--- config.mk ---
export PLATFORM = sky130hd
export DESIGN_NAME = smx_div
export DESIGN_NICKNAME = d
export VERILOG_FILES = /design/src/rtl/smx_pkg.sv /design/src/rtl/smx_div.sv
export SDC_FILE = /design/constraint.sdc
export NUM_CORES = 1
export LEC_CHECK = 0
export ABC_AREA = 1
export ABC_CLOCK_PERIOD_IN_PS = 2250
export BUFFER_PORTS_ARGS = -buffer_cell sky130_fd_sc_hd__buf_2
export CAP_MARGIN = 20
export CORE_ASPECT_RATIO = 0.9
export CORE_UTILIZATION = 56
export CTS_BUF_LIST = sky130_fd_sc_hd__clkbuf_8
export DETAILED_ROUTE_END_ITERATION = 7
export PLACE_DENSITY_LB_ADDON = 0.25
export RECOVER_POWER = 50
export SYNTH_ARGS = -nofsm -noshare
export SYNTH_HDL_FRONTEND = slang
export SYNTH_SLANG_ARGS = --single-unit
--- constraint.sdc ---
create_clock -name clk -period 2.25 [get_ports clk]
set_input_delay 0.1125 -clock clk [delete_from_list [all_inputs] [get_ports clk]]
set_output_delay 0.1125 -clock clk [all_outputs]
set_load 0.005 [all_outputs]
--- src/rtl/smx_pkg.sv ---
// Shared types and constants for the stack machine executor.
package smx_pkg;

	localparam int WORD_W  = 32;
	localparam int DATA_W  = 30;
	localparam int DEPTH_W = 9;
	localparam int STAT_W  = 3;
	localparam int DIV_CNT_W = $clog2(WORD_W + 1);

	localparam logic [1:0] KIND_PUSH     = 2'd0;
	localparam logic [1:0] KIND_PUSH_NEG = 2'd2;

	localparam logic [DATA_W-1:0] PRIM_HALT = DATA_W'(0);
	localparam logic [DATA_W-1:0] PRIM_ADD  = DATA_W'(1);
	localparam logic [DATA_W-1:0] PRIM_SUB  = DATA_W'(2);
	localparam logic [DATA_W-1:0] PRIM_MUL  = DATA_W'(3);
	localparam logic [DATA_W-1:0] PRIM_DIV  = DATA_W'(4);

	typedef enum logic [STAT_W-1:0] {
		STAT_OK      = 3'd0,
		STAT_HALT    = 3'd1,
		STAT_UNDER   = 3'd2,
		STAT_OVER    = 3'd3,
		STAT_DIVZ    = 3'd4,
		STAT_IGNORED = 3'd5
	} status_t;

	typedef enum logic [1:0] {
		CELL_HOLD,
		CELL_TAKE_PREV,
		CELL_TAKE_NEXT
	} cell_cmd_t;

	typedef enum logic {
		ST_IDLE,
		ST_DIV
	} exec_state_t;

	typedef struct packed {
		logic start;
		logic ack;
	} div_ctl_t;

endpackage

--- src/rtl/smx_div.sv ---
// Iterative signed divider, one quotient bit per cycle, truncating toward zero.
module smx_div
	import smx_pkg::*;
(
	input  logic              clk,
	input  logic              arst_n,
	input  div_ctl_t          ctl,
	input  logic [WORD_W-1:0] dividend,
	input  logic [WORD_W-1:0] divisor,
	output logic              done,
	output logic [WORD_W-1:0] quotient
);

	logic                 busy_q;
	logic [DIV_CNT_W-1:0] cnt_q;
	logic [WORD_W-1:0]    rem_q;
	logic [WORD_W-1:0]    quo_q;
	logic [WORD_W-1:0]    dvs_q;
	logic                 neg_q;
	logic [WORD_W:0]      shifted;
	logic [WORD_W+1:0]    diff;

	assign shifted = {rem_q, quo_q[WORD_W-1]};
	assign diff    = {1'b0, shifted} - {2'b00, dvs_q};

	always_ff @(posedge clk or negedge arst_n) begin
		if (!arst_n) begin
			busy_q <= 1'b0;
			cnt_q  <= '0;
		end else if (ctl.start) begin
			busy_q <= 1'b1;
			cnt_q  <= DIV_CNT_W'(WORD_W);
		end else if (ctl.ack) begin
			busy_q <= 1'b0;
		end else if (busy_q && cnt_q != '0) begin
			cnt_q <= cnt_q - 1'b1;
		end
	end

	always_ff @(posedge clk) begin
		if (ctl.start) begin
			rem_q <= '0;
			quo_q <= dividend[WORD_W-1] ? (WORD_W'(0) - dividend) : dividend;
			dvs_q <= divisor[WORD_W-1] ? (WORD_W'(0) - divisor) : divisor;
			neg_q <= dividend[WORD_W-1] ^ divisor[WORD_W-1];
		end else if (busy_q && cnt_q != '0) begin
			if (!diff[WORD_W+1]) begin
				rem_q <= diff[WORD_W-1:0];
				quo_q <= {quo_q[WORD_W-2:0], 1'b1};
			end else begin
				rem_q <= shifted[WORD_W-1:0];
				quo_q <= {quo_q[WORD_W-2:0], 1'b0};
			end
		end
	end

	assign done     = busy_q && (cnt_q == '0);
	assign quotient = neg_q ? (WORD_W'(0) - quo_q) : quo_q;

endmodule
==> key figures <==
Outcome
  • Status: finished, violations left
  • Violations in the final reports: DRC, capacitance limit, slew limit, setup timing

Global routing
  • Pin count of the biggest net entering global routing: slightly above 60
  • First-pass GRT wire length: around 43 mm
  • Total track usage: 0.315
  • Total grt overflow: 0
  • Via count of the first global-routing pass: about 8600
  • Initial antenna violation count: 4

Clock network
  • Clock latency on the worst-skew pair: 0.40 ns
  • CTS Sinks: 104
  • CTS tree: done
  • CTS Buf Count: 9
  • CTS Buffer Depth: 2
  • H-tree depth: 3
  • Root Buffer: clkbuf_8
  • Clk slew on worst S/H paths: 0.10 ns

Placed design
  • Pre-CTS WS: a little over 0.06 ns
  • Post-DP HPWL: between 20 and 25 mm
  • Port bufs: 100
  • Routability Congestion: 1.02

Floorplanning
  • IO Count: between 100 and 150
  • Die W: between 100 and 150 um
  • Initial Utilization: 0.580
  • Die Span Y: ~130 um
  • Site Rows: between 40 and 50
  • Full die area: ~0.017 mm^2
  • Core area: roughly 0.016 mm^2

Synthesis
  • Mean Syn Cell Area: between 6 and 7 um^2
  • Top-area cell type share of the netlist area: 0.206
  • Predominant post-synthesis flop cell: edfxtp_1
  • Syn Nets: between 1500 and 2000
  • Post-synthesis cell count: ~1500
  • Synth cell count leaders: nand2_1, inv_1, nand3_1
  • Netlist cell types: 48
  • Post-Syn Area: around 0.0095 mm^2
  • Ys Warns: 0
  • Most numerous cell in the Yosys netlist: nand2_1
  • Post-synthesis sequential area ratio: 0.292
  • Post-synth EDFFs: 65
  • Yosys reg bits: 104
  • Dominant cell type by area after synthesis: edfxtp_1
  • Synth top area cells: edfxtp_1, nand2_1, inv_1
  • Post-synth ARST share: 0.0673

Route
  • Remaining DRCs: 4
  • Routed Antenna Nets: 0
  • Vias post-DR: approximately 10000
  • DR iter-0 viols: 1101
  • Pre-antenna DRT Iters: 8
  • Via density: 5.43
  • Wire per inst: between 15 and 20 um
  • Final WL: approximately 29 mm

Critical path
  • Slowest CP cell: edfxtp_1
  • Worst Path Max Fanout: 4
  • CP top delay family: simple AND/OR/NAND/NOR gates
  • R2R cell count: 14
  • CP peak stage delay: approximately 0.47 ns
  • R2R Path End: rem_q[14]
  • CP Depth: 10
  • Startpoint Class: flop
  • CP bufs+invs: 1
  • Crit. Startpoint: quo_q[4]
  • Critical path required time: between 2 and 2.5 ns
  • Critical path endpoint category: output port
  • Crit-path cells: nor2_2, nand3_2, nor2_4, nand3_2, or2_4, nor2_4, nand2_1, nand2_1, xor2_1, buf_2
  • Register-to-register setup slack: approximately 0.080 ns
  • R2r startpoint: dvs_q[24]
  • WP data arrival: roughly 2.2 ns
  • End of the critical path: quotient[20]
  • Crit Path Class: flop to output port

Power and ir drop
  • Combinational share of power: 0.332
  • Sequential power share: 0.441
  • Leak Pwr: approximately 5.8 nW
  • Total power divided by cell area: ~490 mW/mm^2
  • Int Pwr: about 3.5 mW
  • Sw Pwr: 2.02 mW
  • Peak supply drop: between 0.0004 and 0.0005 V
  • Clk pwr share: 0.227
  • Pwr Total: 5.52 mW
  • Switching share of power: 0.367

Timing
  • Top achievable clock speed: roughly 430 MHz
  • Minimum clock period: 2.33 ns
  • Worst slew pin tran: ~1.5 ns
  • Headroom to the max-slew limit: -0.0313
  • Slew Viols, Final: a little over 60
  • RSZ-0062 raised after global routing: yes
  • Worst Skew: between 0.015 and 0.02 ns
  • Final WS setup: -0.0816 ns
  • Sum Neg Setup Slack: -0.434 ns
  • Post-route clock period utilization: 1.04
  • Hold Fails Final Rpt: 0
  • Finish-stage setup viols: 10

Flow run
  • Max_cap viols: 1

Layout
  • Layout cell share with drive strength beyond 1: 0.175
  • Nets: around 1700
  • Area grow syn2layout: 19.7%
  • Number of fillers in the final layout: about 1400

Hold path
  • Worst min path class: input pin to flop
[kinds of logic after synthesis]
group | after synthesis | share of synthesized area
compound gates | 124 | 0.0711
xor+xnor | 84 | 0.0775
fa+ha+maj | 38 | 0.0509
buf+inv | 313 | 0.129
flops | 104 | 0.292
simple gates | 820 | 0.380
[cell type report]
cell class                      instances  area, um^2  share of cell area
Antenna cell                            1        2.50            0.000220
Sequential cell                       104        2770               0.244
Timing Repair Buffer                  168        1130              0.0995
Inverter                              280        1050              0.0928
Clock inverter                          7        78.8             0.00694
Clock buffer                            9         124              0.0109
Tap cell                              207         259              0.0228
Multi-Input combinational cell       1067        5940               0.523
[through the flow]
stage                     area [um^2]  instances  hold WS, ns  utilization
after floorplan                  9490       1483       -0.183            -
after global placement          10300       1787      -0.0560        0.633
after detailed placement        10300       1787      -0.0572        0.633
after CTS                       10700       1818       0.0179        0.655
after global routing            11400       1842       0.0319        0.694
final                           11400       1843       0.0369        0.695
[layer usage]
layer | vias up | share of wire | GRT usage
met3 | 51 | 0.11 | 0.0686
met2 | 515 | 0.42 | 0.454
met4 | 0 | 0.021 | 0.0941
li1 | 4948 | - | -
met5 | - | 0 | 0
met1 | 4485 | 0.45 | 0.467
[state kept, by name, summed over array words and instances, names as in the netlist]
name,flops
busy_q,1
rem_q,32
dvs_q,32
neg_q,1
cnt_q,6
quo_q,32
[placed cells by master (no fill, tap or decap), types with 20 or more instances in the layout]
cell / count
dfxtp_1: 32
buf_4: 46
nand2_1: 441
buf_2: 94
nor2_1: 111
xor2_1: 60
edfxtp_1: 65
nand4_1: 23
nand3_1: 131
a21oi_1: 29
inv_1: 262
xnor2_1: 21
nand2_2: 20
o21ai_0: 62
[power groups by stage]
stage,clock [mW],combinational [mW],sequential [mW]
after floorplan,0,0.998,2.40
after CTS,1.27,1.65,2.41
after detailed placement,0,1.58,2.46
after global placement,0,1.56,2.45
final,1.25,1.83,2.43
after global routing,1.34,2.01,2.45
[worst min-delay path by stage]
stage | slack, ns | startpoint | to | cells after the start
global route | 0.03 | divisor[13] | dvs_q[13] | 2
global placement | -0.06 | arst_n | cnt_q[2] | 1
floorplan | -0.18 | arst_n | busy_q | 0
finish | 0.04 | divisor[13] | dvs_q[13] | 2
CTS | 0.02 | divisor[27] | dvs_q[27] | 3
detailed placement | -0.06 | arst_n | cnt_q[1] | 1
[repair_timing]
action	4_1_cts	5_1_grt
hold buffers	3	0
gates cloned	0	4
endpoints found under the setup margin	15	52
pin swaps	5	14
resized for setup	13	98
hold endpoints to repair	9	0
buffers inserted	12	20
No activity file was read; power rests on OpenSTA's default activity.
