File: src/rtl/smx_pkg.sv
// Shared types and constants for the stack machine executor.
package smx_pkg;

	localparam int WORD_W  = 32;
	localparam int DATA_W  = 30;
	localparam int DEPTH_W = 9;
	localparam int STAT_W  = 3;
	localparam int DIV_CNT_W = $clog2(WORD_W + 1);

	localparam logic [1:0] KIND_PUSH     = 2'd0;
	localparam logic [1:0] KIND_PUSH_NEG = 2'd2;

	localparam logic [DATA_W-1:0] PRIM_HALT = DATA_W'(0);
	localparam logic [DATA_W-1:0] PRIM_ADD  = DATA_W'(1);
	localparam logic [DATA_W-1:0] PRIM_SUB  = DATA_W'(2);
	localparam logic [DATA_W-1:0] PRIM_MUL  = DATA_W'(3);
	localparam logic [DATA_W-1:0] PRIM_DIV  = DATA_W'(4);

	typedef enum logic [STAT_W-1:0] {
		STAT_OK      = 3'd0,
		STAT_HALT    = 3'd1,
		STAT_UNDER   = 3'd2,
		STAT_OVER    = 3'd3,
		STAT_DIVZ    = 3'd4,
		STAT_IGNORED = 3'd5
	} status_t;

	typedef enum logic [1:0] {
		CELL_HOLD,
		CELL_TAKE_PREV,
		CELL_TAKE_NEXT
	} cell_cmd_t;

	typedef enum logic {
		ST_IDLE,
		ST_DIV
	} exec_state_t;

	typedef struct packed {
		logic start;
		logic ack;
	} div_ctl_t;

endpackage

File: src/rtl/smx_cell.sv
// One stack entry that loads from its upper or lower neighbor or holds.
module smx_cell
	import smx_pkg::*;
(
	input  logic              clk,
	input  cell_cmd_t         cmd,
	input  logic [WORD_W-1:0] prev_data,
	input  logic [WORD_W-1:0] next_data,
	output logic [WORD_W-1:0] data
);

	logic [WORD_W-1:0] data_q;

	always_ff @(posedge clk) begin
		unique case (cmd)
			CELL_TAKE_PREV: data_q <= prev_data;
			CELL_TAKE_NEXT: data_q <= next_data;
			default:        data_q <= data_q;
		endcase
	end

	assign data = data_q;

endmodule

File: config.mk
export PLATFORM = sky130hd
export DESIGN_NAME = smx_cell
export DESIGN_NICKNAME = d
export VERILOG_FILES = /design/src/rtl/smx_pkg.sv /design/src/rtl/smx_cell.sv
export SDC_FILE = /design/constraint.sdc
export NUM_CORES = 1
export LEC_CHECK = 0
export BUFFER_PORTS_ARGS = -buffer_cell sky130_fd_sc_hd__buf_2
export CORE_MARGIN = 4
export CORE_UTILIZATION = 45
export DETAILED_ROUTE_END_ITERATION = 6
export PLACE_DENSITY = 0.83
export REMOVE_ABC_BUFFERS = 1
export SLEW_MARGIN = 10
export SYNTH_ARGS = -nofsm -noshare
export SYNTH_HDL_FRONTEND = slang
export SYNTH_SLANG_ARGS = --single-unit
File: constraint.sdc
create_clock -name clk -period 2.9 [get_ports clk]
set_input_delay 0.58 -clock clk [delete_from_list [all_inputs] [get_ports clk]]
set_output_delay 0.58 -clock clk [all_outputs]
set_load 0.01 [all_outputs]
==> impl_metrics.tcl, run 1 <==
set metrics [dict create \
    cts_root_buf "clkbuf_4" \
    rsz0062_at_grt "no" \
    setup_violations 0 \
    dp_hpwl_mm 2.585 \
    antennaDiodeCount 0 \
    drt_iter0_drc 34 \
    synth_cell_type_count 7 \
    leakage_nw 1.008 \
    post-route-util_pct 67.18 \
    fp.dieW_um 66.22 \
    clock_sinks 32 \
    ctsResizeCount 0 \
    area_growth_pct 38.88 \
    yosysWarnings 0 \
    antenna_left 0 \
    largest_register_ffs 32 \
    worstPathRequired_ps 2990 \
    tritoncts "yes" \
    rows 20 \
    drc 0 \
    netlist_area_sq_um 1525 \
    power_switching_share_pct 23.13 \
    grt_util_all_layers_pct 14.87 \
    cp-end-kind "flip-flop" \
    clk_path_buf_depth 2 \
    tightest_slew_ps 494.4 \
    final_max_slew_viol_count 0 \
    worstSetupPathType "in2reg" \
    numPortBuffers 98 \
    antenna_found_initial 0 \
    fill_cells 240 \
    place_area_sq_um 2042 \
    start_util_pct 48.37 \
    yosys_register_bits 32 \
    layout_commonest_cell "buf_2" \
    first_global_vias 1014 \
    avgViaCountPerCell 4.589 \
    status "complete, no violations" \
    wirelength_mm 3.256 \
    slew_headroom_pct 67.04 \
    min_period_over_period_pct 59.92 \
    grt.overflow.total 0 \
    synth.avg_cell_area_sq_um 21.48 \
    wl_per_cell_um 14.87 \
    p_per_area_nw_per_um2 553.2 \
    power.total_mw 1.172 \
    fin_nets 242 \
    critical_path.cell_chain "buf_2, inv_1, ha_2, buf_12, mux2_2" \
    hp-class "in2reg" \
    cp_slowest_stage_delay_ps 490 \
    postSynthCellCount 71 \
    p_sw_uw 271.1 \
    cp_max_fo 19 \
    pwr-share-seq_pct 51.4 \
    hold_path_depth 2 \
    max_cap_violations 0 \
    cp-start-kind "input pin" \
    coreArea_sq_um 3153 \
    drive_above_1_share_pct 80.00 \
    comb_power_share_pct 20.7 \
    io-pin-count 99 \
    cpMaxStageDelayCell "ha_2" \
    finish.instance_area_sq_um 2118 \
    fmax_ghz 0.5755 \
    gp_congestion 0.6813 \
    grt_max_degree 23 \
    clkTransAtPathRegs_ps 100 \
    ir_worst_vdd_uv 371.8 \
    hold_violations 0 \
    min_period_ps 1738 \
    drt_pass1_iterations 3 \
    final_cell_mix "buf_2 (98), edfxtp_1 (32), mux2_4 (30), clkbuf_4 (5)" \
    cts_setup_buffers 0 \
    htree_levels 2 \
    ys_seq_area_share_pct 63.00 \
    grt_pass1_wl_mm 4.636 \
    cts_buffers 5 \
    intPower_uw 900.8 \
    cts_hold_buf 0 \
    vias 1005 \
    worst_ep_arrival_time_ps 1820 \
    die_h_um 66.22 \
    setup_tns_ps 0 \
    power.share.clock_pct 27.9 \
    dieArea_sq_um 4385 \
]
power by group through the flow:
stage	sequential [mW]	combinational (mW)	clock, mW
after floorplan	0.653	0.0821	0
after global placement	0.611	0.240	0
after detailed placement	0.614	0.246	0
after CTS	0.604	0.246	0.340
after global routing	0.609	0.261	0.364
final	0.602	0.242	0.327
critical path: cells and delay by family:
family | cells | cell delay [ps]
buf+inv | 3 | 390
mux | 1 | 350
fa+ha+maj | 1 | 490
cells in the mapped netlist:
cell type / n / area (sq um)
buf_6: 1 / 11.26
ha_1: 1 / 12.51
mux2_2: 2 / 22.52
edfxtp_1: 32 / 960.9
buf_12: 3 / 60.06
mux2_4: 30 / 450.4
inv_1: 2 / 7.510
worst paths after layout:
check,start,to
setup / recovery,cmd[0],data[30]$_DFFE_PP_
hold / removal,prev_data[31],data[31]$_DFFE_PP_
cell families after synthesis:
group,after synthesis,synth area share (%)
muxes,32,31.01
DFF,32,63.00
buffers and inverters,6,5.168
adders and majority gates,1,0.8202
metrics by stage:
step | std cells | setup WS [ps] | hold slack, ps
final | 219 | 1162 | 541.3
after global routing | 219 | 1134 | 512.9
after CTS | 219 | 1178 | 523.6
after detailed placement | 211 | 798.9 | 883.6
after global placement | 211 | 850.2 | 880.5
after floorplan | 67 | 368.0 | 797.6
cell type report:
class | instances | area [sq um] | area share (%)
flip-flops and latches | 32 | 960.9 | 45.36
clock buffers | 6 | 41.29 | 1.949
multi-input cells | 33 | 488.0 | 23.04
clock inverters | 2 | 35.03 | 1.654
inverters | 2 | 7.507 | 0.3544
well taps | 44 | 55.05 | 2.599
repair buffers | 100 | 530.5 | 25.04
metal layers:
metal	global-route usage [%]	wire (um)
met3	6.803	461
met1	15.27	1146
met5	0	0
met2	25.53	1598
met4	6.853	49
No activity file was read; power rests on OpenSTA's default activity.
==> run 2, diff against run 1 <==
--- a/config.mk
+++ b/config.mk
@@ -5,11 +5,12 @@
 export SDC_FILE = /design/constraint.sdc
 export NUM_CORES = 1
 export LEC_CHECK = 0
+export ABC_AREA = 1
 export BUFFER_PORTS_ARGS = -buffer_cell sky130_fd_sc_hd__buf_2
 export CORE_MARGIN = 4
-export CORE_UTILIZATION = 45
+export CORE_UTILIZATION = 41
 export DETAILED_ROUTE_END_ITERATION = 6
-export PLACE_DENSITY = 0.83
+export PLACE_DENSITY = 0.77
 export REMOVE_ABC_BUFFERS = 1
 export SLEW_MARGIN = 10
 export SYNTH_ARGS = -nofsm -noshare
==> constraint.sdc (replaced) <==
create_clock -name clk -period 1.6 [get_ports clk]
set_input_delay 0.32 -clock clk [delete_from_list [all_inputs] [get_ports clk]]
set_output_delay 0.32 -clock clk [all_outputs]
set_load 0.01 [all_outputs]
==> run 2 against run 1 <==
  * Clock-buffer cell count stayed put
  * Utilization shrank 7.1 points
  * Setup slack lost 750 ps
  * Die area increased by 5.2%
  * Sequential power increased by 83%
  * Non-clock buffer count increased by 1
  * Power rose by 78%
  * Synthesized area fell by 3.4%
  * Via count grew 26%
  * Combinational power rose by 66%
  * Hold slack worse by 290 ps
  * Synthesized cell count grew 96%
  * Critical endpoint is now data[16]
==> impl_metrics.tcl, run 2 <==
set metrics [dict create \
    status "complete, no violations" \
    path_buf_inv 1 \
    area_growth_pct 38.32 \
    final_cells 287 \
    critical_path.cell_chain "buf_2" \
    die_h_um 67.93 \
    ir_worst_vdd_uv 569.2 \
    rows 21 \
    power.share.clock_pct 28.3 \
    antennaDiodeCount 0 \
    grt_max_degree 33 \
    clock_sinks 32 \
    setup_violations 0 \
    synth-simple-area-share_pct 26.17 \
    tightest_slew_ps 249.8 \
    max_cap_violations 0 \
    drt_iter0_drc 111 \
    hp-class "in2reg" \
    min_period_over_period_pct 73.97 \
    vias 1266 \
    antenna_found_initial 0 \
    rsz0062_at_grt "no" \
    hold_violations 0 \
    numPortBuffers 98 \
    cp-end-kind "primary output" \
    final_max_slew_viol_count 0 \
    layout_commonest_cell "buf_2" \
    pwr-share-seq_pct 52.4 \
    place_ws_ps 247.2 \
    cp_max_fo 1 \
    start_util_pct 43.45 \
    crit_family "flip-flops" \
    drt_pass1_iterations 4 \
    cts_hold_buf 0 \
    cp-start-kind "flip-flop" \
    synthArstFlopShare_pct 0 \
    slew_headroom_pct 83.35 \
    cts_root_buf "clkbuf_4" \
    largest_register_ffs 32 \
    worstHoldStart "prev_data[26]" \
    avgViaCountPerCell 4.411 \
    synth.avg_cell_area_sq_um 10.59 \
    wl_per_cell_um 12.11 \
    antenna_left 0 \
    wirelength_mm 3.477 \
    synth_enable_flop_cells 32 \
    grt_util_all_layers_pct 15.33 \
    synth_compound_area_share_pct 0 \
    worstSetupPathType "reg2out" \
    cp_slowest_stage_delay_ps 390 \
    ys_seq_area_share_pct 65.25 \
    holdPathEnd "data[26]$_DFFE_PP_" \
    p_per_area_nw_per_um2 1026 \
    worst_ep_arrival_time_ps 860 \
    postSynthCellCount 139 \
    synth_area_leaders "edfxtp_1 (65%), nand2_1 (22%), nand2_2 (4.2%), clkbuf_8 (2.8%), buf_6 (2.3%)" \
    dieArea_sq_um 4614 \
    grt.overflow.total 0 \
    yosysWarnings 0 \
    io-pin-count 99 \
    grt_pass1_wl_mm 5.071 \
    cts_buffers 5 \
    synth_fa_ha_area_share_pct 0.8496 \
    power_switching_share_pct 24.68 \
    leakage_nw 1.063 \
    min_period_ps 1184 \
    dp_cells 279 \
    synth_top_family_by_area "simple AND/OR/NAND/NOR gates" \
    tritoncts "yes" \
    gp_congestion 0.6609 \
    synth_top_area_share_pct 65.25 \
    comb_power_share_pct 19.3 \
    first_global_vias 1157 \
    clkTransAtPathRegs_ps 100 \
    drc 0 \
    ctsResizeCount 0 \
    drive_above_1_share_pct 49.38 \
    worstPathRequired_ps 1280 \
    yosysMostFrequentCell "nand2_1" \
    fin_nets 308 \
    cpMaxStageDelayCell "edfxtp_1" \
    dp_hpwl_mm 2.706 \
    synth_largest_area_cell "edfxtp_1" \
    fp.dieW_um 67.93 \
    yosys_register_bits 32 \
    final_cell_mix "buf_2 (98), nand2_1 (86), edfxtp_1 (32), nand2_2 (10), clkbuf_4 (5)" \
    synth_cell_type_count 9 \
    synth-xor-area-share_pct 0 \
    ys.flop_type "edfxtp_1" \
    hold_path_depth 3 \
    netlist_area_sq_um 1473 \
    worst_slack_ps 416.4 \
    htree_levels 2 \
    coreArea_sq_um 3390 \
    whs_ps 253.2 \
    synthTopCellsByCount "nand2_1 (86), edfxtp_1 (32), nand2_2 (10), buf_6 (3), clkbuf_8 (3)" \
    yosys-mux-area-fraction_pct 0 \
    p_sw_uw 515.7 \
    cts_setup_buffers 0 \
    fmax_ghz 0.8449 \
    intPower_mw 1.574 \
    clk_path_buf_depth 2 \
]
run 2: changes by cell type after synthesis, sizes merged:
cell	change
clkbuf	+3
inv	+1
mux2	-32
nand2	+96
run 2: kinds of logic (layout without fill, tap and decap cells):
logic type / after synthesis / in the layout
adder cells (fa/ha/maj): 1 / 1
AND/OR/NAND/NOR: 96 / 96
buffers and inverters: 10 / 112
flip-flops: 32 / 32
run 2: how the worst max path moves through the flow:
stage / startpoint / to / slack (ps) / cells after the start
global placement: cmd[0] / data[19]$_DFFE_PP_ / 280 / 5
detailed placement: cmd[0] / data[24]$_DFFE_PP_ / 250 / 6
finish: data[16]$_DFFE_PP_ / data[16] / 420 / 1
global route: data[26]$_DFFE_PP_ / data[26] / 370 / 1
CTS: data[16]$_DFFE_PP_ / data[16] / 390 / 1
floorplan: cmd[0] / data[29]$_DFFE_PP_ / -80 / 5
run 2: final cells by class:
class | count | area (sq um)
inverter | 3 | 18.77
fill | 315 | 1353
multi-input combinational | 97 | 397.9
clock inverter | 2 | 35.03
sequential | 32 | 960.9
timing repair buffer | 101 | 525.5
tap | 46 | 57.56
clock buffer | 6 | 41.29
run 2: metrics by stage:
step / utilization, % / power, mW / setup TNS [ps] / instance area [sq um]
4_1_cts: 60.10 / 2.116 / 0 / 2037
3_5_place_dp: 57.84 / 1.526 / 0 / 1961
2_1_floorplan: - / 1.290 / -3796 / 1378
6_report: 60.10 / 2.089 / 0 / 2037
3_3_place_gp: 57.84 / 1.518 / 0 / 1961
5_1_grt: 60.10 / 2.207 / 0 / 2037
run 2: routing by layer:
metal | global-route usage, % | wire length, um
met1 | 18.14 | 1424
met2 | 25.51 | 1512
met3 | 5.747 | 492
met4 | 5.211 | 48
met5 | 0 | 0
run 2: power groups by stage:
stage	Combinational (mW)	Clock (mW)	Sequential [mW]
after global placement	0.406	0	1.11
after CTS	0.410	0.608	1.10
after floorplan	0.103	0	1.19
after detailed placement	0.410	0	1.12
after global routing	0.449	0.653	1.11
final	0.402	0.592	1.10
